[src/rtl/core/imufp_pkg.sv]
// ----------------------------------------------------------------------------
// imufp_pkg
// Widths, frame IDs and result codes of the IMU frame parser.
// ----------------------------------------------------------------------------
package imufp_pkg;

  localparam int unsigned BYTE_W       = 8;
  localparam int unsigned AXIS_W       = 23;
  localparam int unsigned CNT_W        = 16;
  localparam int unsigned KEPT_PAYLOAD = 6;
  localparam int unsigned PIDX_W       = $clog2(KEPT_PAYLOAD);

  // out_tdata: axis_x, axis_y, axis_z, sync count, checksum count, pad to bytes
  localparam int unsigned OUT_BITS = 3 * AXIS_W + 2 * CNT_W;
  localparam int unsigned DATA_W   = ((OUT_BITS + 7) / 8) * 8;
  localparam int unsigned USER_W   = 4;

  localparam logic [7:0] ID_ACCEL = 8'h15;
  localparam logic [7:0] ID_GYRO  = 8'h25;
  localparam logic [7:0] ID_EULER = 8'h45;
  localparam logic [7:0] SYNC_RST = 8'h5A;

  localparam logic signed [AXIS_W-1:0] GYRO_SCALE = 23'sd125;

  typedef enum logic [1:0] {
    ST_DECODED  = 2'd0,
    ST_UNKNOWN  = 2'd1,
    ST_CSUM_ERR = 2'd2,
    ST_SYNC_ERR = 2'd3
  } status_t;

  typedef enum logic [1:0] {
    KIND_ACCEL = 2'd0,
    KIND_GYRO  = 2'd1,
    KIND_EULER = 2'd2,
    KIND_NONE  = 2'd3
  } kind_t;

endpackage

[src/rtl/core/imu_frame_parser_decoder.sv]
// ----------------------------------------------------------------------------
// imu_frame_parser_decoder
// Byte-serial sync/ID/length/checksum frame parser with axis decode.
// ----------------------------------------------------------------------------
// Usage:
//   in_*  : one received link byte per word, rx_byte in in_tdata[7:0].
//   out_* : at most one result word per input byte. out_tuser carries
//           status and sensor kind, out_tdata the three axis values and
//           both error counters (counter values after that byte).
//   cfg_* : cfg_wr_en writes cfg_wr_data into the sync byte register
//           (reset 0x5A). Write only while the block is idle.
// Path: a byte is registered in the input register on accept and parsed by
//   the combinational parse stage; its result, if any, loads the output
//   register when the parse stage advances, and is offered from there.
// Throughput: one byte per cycle unless the output stalls; the parse stage is
//   a single pass of compare/add logic with three 16-bit by 125 gyro multiplies.
// Reset (rst_n low, synchronous): parser back to sync hunt, sum, length,
//   ID, payload store and counters cleared, no word held on either side.
// Stall: when out_tready is low with a result waiting, the parse stage
//   holds; the input register takes one more byte only if it is empty,
//   and in_tready stays low while it holds one until the result word moves.
// ----------------------------------------------------------------------------
module imu_frame_parser_decoder (
  input  logic                          clk,
  input  logic                          rst_n,
  // input byte stream
  input  logic                          in_tvalid,
  output logic                          in_tready,
  input  logic [7:0]                    in_tdata,   // [7:0] rx_byte
  // result stream
  output logic                          out_tvalid,
  input  logic                          out_tready,
  output logic [imufp_pkg::DATA_W-1:0]  out_tdata,  // [22:0] axis_x, [45:23] axis_y,
                                                    // [68:46] axis_z,
                                                    // [84:69] sync_error_count,
                                                    // [100:85] checksum_error_count,
                                                    // [103:101] zero
  output logic [imufp_pkg::USER_W-1:0]  out_tuser,  // [1:0] status, [3:2] sensor_kind
  // configuration
  input  logic                          cfg_wr_en,
  input  logic [7:0]                    cfg_wr_data // [7:0] sync_byte
);

  localparam int unsigned AW = imufp_pkg::AXIS_W;
  localparam int unsigned CW = imufp_pkg::CNT_W;
  localparam int unsigned KP = imufp_pkg::KEPT_PAYLOAD;

  typedef enum logic [2:0] {
    PS_HUNT  = 3'd0,
    PS_SYNC2 = 3'd1,
    PS_ID    = 3'd2,
    PS_LEN   = 3'd3,
    PS_BODY  = 3'd4
  } pstate_t;

  // config
  logic [7:0] sync_byte_r;

  // input register
  logic       in_v_r, in_v_nxt;
  logic [7:0] in_byte_r;
  logic       in_acc;

  // parser state
  pstate_t           ps_r, ps_nxt;
  logic [7:0]        sum_r, sum_nxt;
  logic [7:0]        len_r, len_nxt;
  logic [7:0]        idx_r, idx_nxt;
  logic [7:0]        id_r, id_nxt;
  logic [7:0]        pay_r   [KP];
  logic [7:0]        pay_nxt [KP];
  logic [CW-1:0]     sync_cnt_r, sync_cnt_nxt;
  logic [CW-1:0]     csum_cnt_r, csum_cnt_nxt;

  // result
  logic                  res_v;
  imufp_pkg::status_t    res_status;
  imufp_pkg::kind_t      res_kind;
  logic signed [AW-1:0]  res_x, res_y, res_z;
  logic signed [AW-1:0]  raw_x, raw_y, raw_z;

  // output register
  logic                          out_v_r, out_v_nxt;
  logic [imufp_pkg::DATA_W-1:0]  out_data_r;
  logic [imufp_pkg::USER_W-1:0]  out_user_r;

  logic advance;
  logic in_store;   // index still inside the kept part of the payload

  assign advance   = in_v_r && (!out_v_r || out_tready);
  assign in_tready = !in_v_r || advance;
  assign in_acc    = in_tvalid && in_tready;

  assign out_tvalid = out_v_r;
  assign out_tdata  = out_data_r;
  assign out_tuser  = out_user_r;

  assign in_store = (idx_r < 8'(KP));

  always_comb begin
    in_v_nxt = in_v_r;
    if (in_acc) begin
      in_v_nxt = 1'b1;
    end else if (advance) begin
      in_v_nxt = 1'b0;
    end
  end

  // parse one byte
  always_comb begin
    ps_nxt       = ps_r;
    sum_nxt      = sum_r;
    len_nxt      = len_r;
    idx_nxt      = idx_r;
    id_nxt       = id_r;
    sync_cnt_nxt = sync_cnt_r;
    csum_cnt_nxt = csum_cnt_r;
    for (int i = 0; i < KP; i++) begin
      pay_nxt[i] = pay_r[i];
    end
    raw_x      = '0;
    raw_y      = '0;
    raw_z      = '0;
    res_v      = 1'b0;
    res_status = imufp_pkg::ST_SYNC_ERR;
    res_kind   = imufp_pkg::KIND_NONE;
    res_x      = '0;
    res_y      = '0;
    res_z      = '0;

    unique case (ps_r)
      PS_HUNT: begin
        if (in_byte_r == sync_byte_r) begin
          sum_nxt = in_byte_r;
          ps_nxt  = PS_SYNC2;
        end
      end
      PS_SYNC2: begin
        if (in_byte_r == sync_byte_r) begin
          sum_nxt = sum_r + in_byte_r;
          ps_nxt  = PS_ID;
        end else begin
          // bad second sync, byte is not retried as a first sync
          sync_cnt_nxt = sync_cnt_r + 1'b1;
          ps_nxt       = PS_HUNT;
          res_v        = 1'b1;
        end
      end
      PS_ID: begin
        id_nxt  = in_byte_r;
        sum_nxt = sum_r + in_byte_r;
        ps_nxt  = PS_LEN;
      end
      PS_LEN: begin
        len_nxt = in_byte_r;
        sum_nxt = sum_r + in_byte_r;
        idx_nxt = '0;
        ps_nxt  = PS_BODY;
      end
      PS_BODY: begin
        // short frames also drop the checksum byte into the store
        if (in_store) begin
          pay_nxt[idx_r[imufp_pkg::PIDX_W-1:0]] = in_byte_r;
        end
        // big-endian axis words from the store as it stands after this byte
        raw_x = AW'(signed'({pay_nxt[0], pay_nxt[1]}));
        raw_y = AW'(signed'({pay_nxt[2], pay_nxt[3]}));
        raw_z = AW'(signed'({pay_nxt[4], pay_nxt[5]}));
        if (idx_r < len_r) begin
          sum_nxt = sum_r + in_byte_r;
          idx_nxt = idx_r + 1'b1;
        end else begin
          ps_nxt = PS_HUNT;
          res_v  = 1'b1;
          if (sum_r != in_byte_r) begin
            csum_cnt_nxt = csum_cnt_r + 1'b1;
            res_status   = imufp_pkg::ST_CSUM_ERR;
          end else if (id_r == imufp_pkg::ID_ACCEL) begin
            res_status = imufp_pkg::ST_DECODED;
            res_kind   = imufp_pkg::KIND_ACCEL;
            res_x      = raw_x;
            res_y      = raw_y;
            res_z      = raw_z;
          end else if (id_r == imufp_pkg::ID_GYRO) begin
            res_status = imufp_pkg::ST_DECODED;
            res_kind   = imufp_pkg::KIND_GYRO;
            res_x      = raw_x * imufp_pkg::GYRO_SCALE;
            res_y      = raw_y * imufp_pkg::GYRO_SCALE;
            res_z      = raw_z * imufp_pkg::GYRO_SCALE;
          end else if (id_r == imufp_pkg::ID_EULER) begin
            res_status = imufp_pkg::ST_DECODED;
            res_kind   = imufp_pkg::KIND_EULER;
            res_x      = raw_x;
            res_y      = raw_y;
            res_z      = raw_z;
          end else begin
            res_status = imufp_pkg::ST_UNKNOWN;
          end
        end
      end
      default: begin
        ps_nxt = PS_HUNT;
      end
    endcase
  end

  always_comb begin
    out_v_nxt = out_v_r;
    if (advance && res_v) begin
      out_v_nxt = 1'b1;
    end else if (out_tready) begin
      out_v_nxt = 1'b0;
    end
  end

  always_ff @(posedge clk) begin
    if (!rst_n) begin
      sync_byte_r <= imufp_pkg::SYNC_RST;
      in_v_r      <= 1'b0;
      out_v_r     <= 1'b0;
      ps_r        <= PS_HUNT;
      sum_r       <= '0;
      len_r       <= '0;
      idx_r       <= '0;
      id_r        <= '0;
      sync_cnt_r  <= '0;
      csum_cnt_r  <= '0;
      for (int i = 0; i < KP; i++) begin
        pay_r[i] <= '0;
      end
    end else begin
      if (cfg_wr_en) begin
        sync_byte_r <= cfg_wr_data;
      end
      in_v_r  <= in_v_nxt;
      out_v_r <= out_v_nxt;
      if (advance) begin
        ps_r       <= ps_nxt;
        sum_r      <= sum_nxt;
        len_r      <= len_nxt;
        idx_r      <= idx_nxt;
        id_r       <= id_nxt;
        sync_cnt_r <= sync_cnt_nxt;
        csum_cnt_r <= csum_cnt_nxt;
        for (int i = 0; i < KP; i++) begin
          pay_r[i] <= pay_nxt[i];
        end
      end
    end
  end

  // payload registers
  always_ff @(posedge clk) begin
    if (in_acc) begin
      in_byte_r <= in_tdata;
    end
    if (advance && res_v) begin
      out_user_r <= {res_kind, res_status};
      out_data_r <= imufp_pkg::DATA_W'({csum_cnt_nxt, sync_cnt_nxt, res_z, res_y, res_x});
    end
  end

endmodule

[config.mk]
export PLATFORM = sky130hd
export DESIGN_NAME = imu_frame_parser_decoder
export DESIGN_NICKNAME = d
export VERILOG_FILES = /design/src/rtl/core/imufp_pkg.sv /design/src/rtl/core/imu_frame_parser_decoder.sv
export SDC_FILE = /design/constraint.sdc
export NUM_CORES = 1
export LEC_CHECK = 0
export ABC_CLOCK_PERIOD_IN_PS = 12600
export BUFFER_PORTS_ARGS = -buffer_cell sky130_fd_sc_hd__buf_2
export CAP_MARGIN = 20
export CORE_MARGIN = 5
export CORE_UTILIZATION = 50
export DETAILED_ROUTE_END_ITERATION = 8
export PLACE_DENSITY = 0.79
export SYNTH_ARGS = -nofsm -noshare
export SYNTH_HDL_FRONTEND = slang
export SYNTH_SLANG_ARGS = --single-unit
export TNS_END_PERCENT = 100
[constraint.sdc]
create_clock -name clk -period 12.6 [get_ports clk]
set_input_delay 0.63 -clock clk [delete_from_list [all_inputs] [get_ports clk]]
set_output_delay 0.63 -clock clk [all_outputs]
set_load 0.05 [all_outputs]
==> metrics <==
initial core utilization=0.5025; RSZ-0062 raised after global routing=no; post-synth top area share=0.2438; most frequent cell after synthesis=inv_1; CP startpoint=idx_r[3]; PostCTS Resize Cnt=0; total wire length=about 44 mm; Synth Cell Area=just under 20000 um^2; Critical Path RT=12.88 ns; setup bufs post-CTS=0; first-pass GRT wire length=between 70 and 80 mm; Worst Hold Class=input port to flop; H-tree depth=1; Top Family by Delay on Critical Path=adder cells; number of max-cap violations=0; Crit Reg-Reg Startpoint=idx_r[3]; clk sinks=approximately 240; Hold Vio Cnt, Final=0; chip height=between 200 and 250 um; Hold Crit Start=in_tdata[3]; Syn Inst Count=between 2000 and 2500; max frequency=between 100 and 150 MHz; P_leak=10.71 nW; Least-Margin Pin Slew=~1.0 ns; Worst path max stage delay=approximately 0.62 ns; share of layout cells above drive strength 1=0.1103; Via density=approximately 5.3; Most Used Layer, Global Route=met2; crit-path cells=or3_4 -> nor2_4 -> nand3_1 -> mux2i_4 -> xnor2_1 -> xnor2_1 -> fa_1 -> inv_1 -> fa_1 -> inv_1 -> fa_1 -> inv_1 -> ha_1 -> a21o_1 -> a21o_1 -> a221oi_1 -> o21ai_0 -> a311oi_1 -> xor2_1 -> o21ai_0; library cells used by synthesis=81; Synth Area in Simple Gates=0.1174; CP endpoint kind=flop; remaining global-route overflow=0; nets=about 2500; crit path launch type=flop; GR Util met2=0.3321; total die area=43740 um^2; synthesized-area fraction occupied by adder cells=0.2427; met3 Track Usage GR=0.03273; setup TNS=0 ns; ys flop type=edfxtp_1; vias=about 14000; FILL cells=3327; Post-synth EDFFs=between 150 and 200; vias in the first global route=around 15000; Slowest-stage cell, CP=nand3_1; Worst-Skew Late Latency=0.57 ns; sequential area share after synthesis=0.3216; total CTS buffers=28; DRC viols=0; Slew Viols, Final=0; drt pass-1 iters=5; mux contribution to synthesized area=0.04827; Buf+Inv Stages, Crit Path=3; Placer Congestion=0.9023; GRT Total Usage=0.1992; GRT met1 Usage=0.2694; fin crit period=6.928 ns; WL/cell=16.28 um; Initial DRC Count=around 1000; Detail Route Antenna Nets=0; endpoints failing setup=0; Post-Synth XOR/XNOR Area=0.08626; largest area contributor in the netlist=edfxtp_1; Core Region=roughly 40000 um^2; clk slew on worst S/H paths=0.06 ns; pin count of the biggest net entering global routing=80; status=completed; Avg Inst Size Synth=9.763 um^2; synthesis-to-finish area growth=10.70%; top cells by area, synth=edfxtp_1 (24%), fa_1 (13%), ha_1 (11%); worst-case vdd ir drop=0.0001115 V; Tot Pwr=0.003262 W; R2R setup slack=between 5 and 6 ns; Detail Placement HPWL=about 33 mm; Die W=around 210 um; clk_skew=0.01692 ns; CTS tree=built; CTS Hold Buffers Added=0; compound-gate portion of the synthesized area=0.09490; Clock Tree Buf Depth=3; Tcrit/Tclk final=0.5498; asr flop ratio synth=0; Setup Crit Path Kind=flop to flop; std cell rows=73; main combinational cell family by area after synthesis=adder cells; Yosys reg bits=~240; Power Dens Cells=about 150 nW/um^2; Worst Path Max Fanout=10; CP arrival=a little over 7 ns; # IOs=131; initial antenna violation count=2; Slew HR=0.3269; synthesis warning total=0; Root Buffer=clkbuf_16; PortBufs=about 130; synth cell count leaders=inv_1 (393), ha_1 (171), edfxtp_1 (161)
-- layout by cell type (no fill, tap or decap), drive strengths merged, types with 77 or more instances in the layout --
cell type	n
xnor2	134
buf	140
fa	133
nor2	143
inv	398
dfxtp	77
edfxtp	161
nand2	122
ha	171
o21ai	99
-- worst paths after layout --
path,cells past startpoint,end
max,20,out_tdata[44]
min,1,in_byte_r[3]
min reg2reg,2,sync_byte_r[3]
max reg2reg,20,out_tdata[44]
-- area by class of cell --
| class | count | area, um^2 | area share |
|---|---|---|---|
| inverters | 396 | 1489 | 0.06783 |
| clock inverters | 13 | 127.6 | 0.005814 |
| diodes | 2 | 5.005 | 0.0002280 |
| repair buffers | 140 | 745.7 | 0.03397 |
| flip-flops and latches | 238 | 6376 | 0.2905 |
| well taps | 525 | 656.9 | 0.02993 |
| clock buffers | 39 | 845.8 | 0.03853 |
| multi-input cells | 1341 | 11700 | 0.5332 |
-- report_power, final --
group | internal, W | switching, W | leakage (nW)
Sequential | 0.000838 | 0.00000800 | 2.36
Clock | 0.000510 | 0.000337 | 0.477
Combinational | 0.000658 | 0.000911 | 7.88
Total | 0.00201 | 0.00126 | 10.7
-- sequential cells by signal, indices dropped and copies added, names as in the netlist --
register and flops:
out_tdata 101, pay_r 48, csum_cnt_r 16, sync_cnt_r 16
id_r 8, idx_r 8, in_byte_r 8, len_r 8
sum_r 8, sync_byte_r 8, out_tuser 4, ps_r 3
in_v_r 1, out_tvalid 1
-- metrics by stage --
step	hold WS, ns	std cells	utilization	cell area (um^2)	setup slack, ns
2_1_floorplan	0.4634	2033	-	19840	6.874
4_1_cts	0.2189	2690	0.5555	21920	5.716
3_5_place_dp	0.4841	2638	0.5308	20940	5.762
6_report	0.2476	2694	0.5563	21950	5.672
3_3_place_gp	0.4780	2638	0.5308	20940	5.973
5_1_grt	0.2214	2694	0.5563	21950	5.118
-- logic make-up (layout without fill, tap and decap cells) --
| family | count (synthesis) | in the layout |
|---|---|---|
| DFF | 238 | 238 |
| buffers and inverters | 454 | 588 |
| adders and majority gates | 305 | 305 |
| muxes | 78 | 78 |
| xor gates and xnor gates | 191 | 191 |
| AOI/OAI and AO/OA | 299 | 299 |
| other | 1 | 5 |
| and+or+nand+nor | 465 | 465 |
-- metal layers --
layer / part of all wire / wire length (um)
met1: 0.44 / 19190
met2: 0.47 / 20640
met3: 0.063 / 2745
met4: 0.029 / 1276
met5: 0 / 0
(Power assumes the default switching activity.)
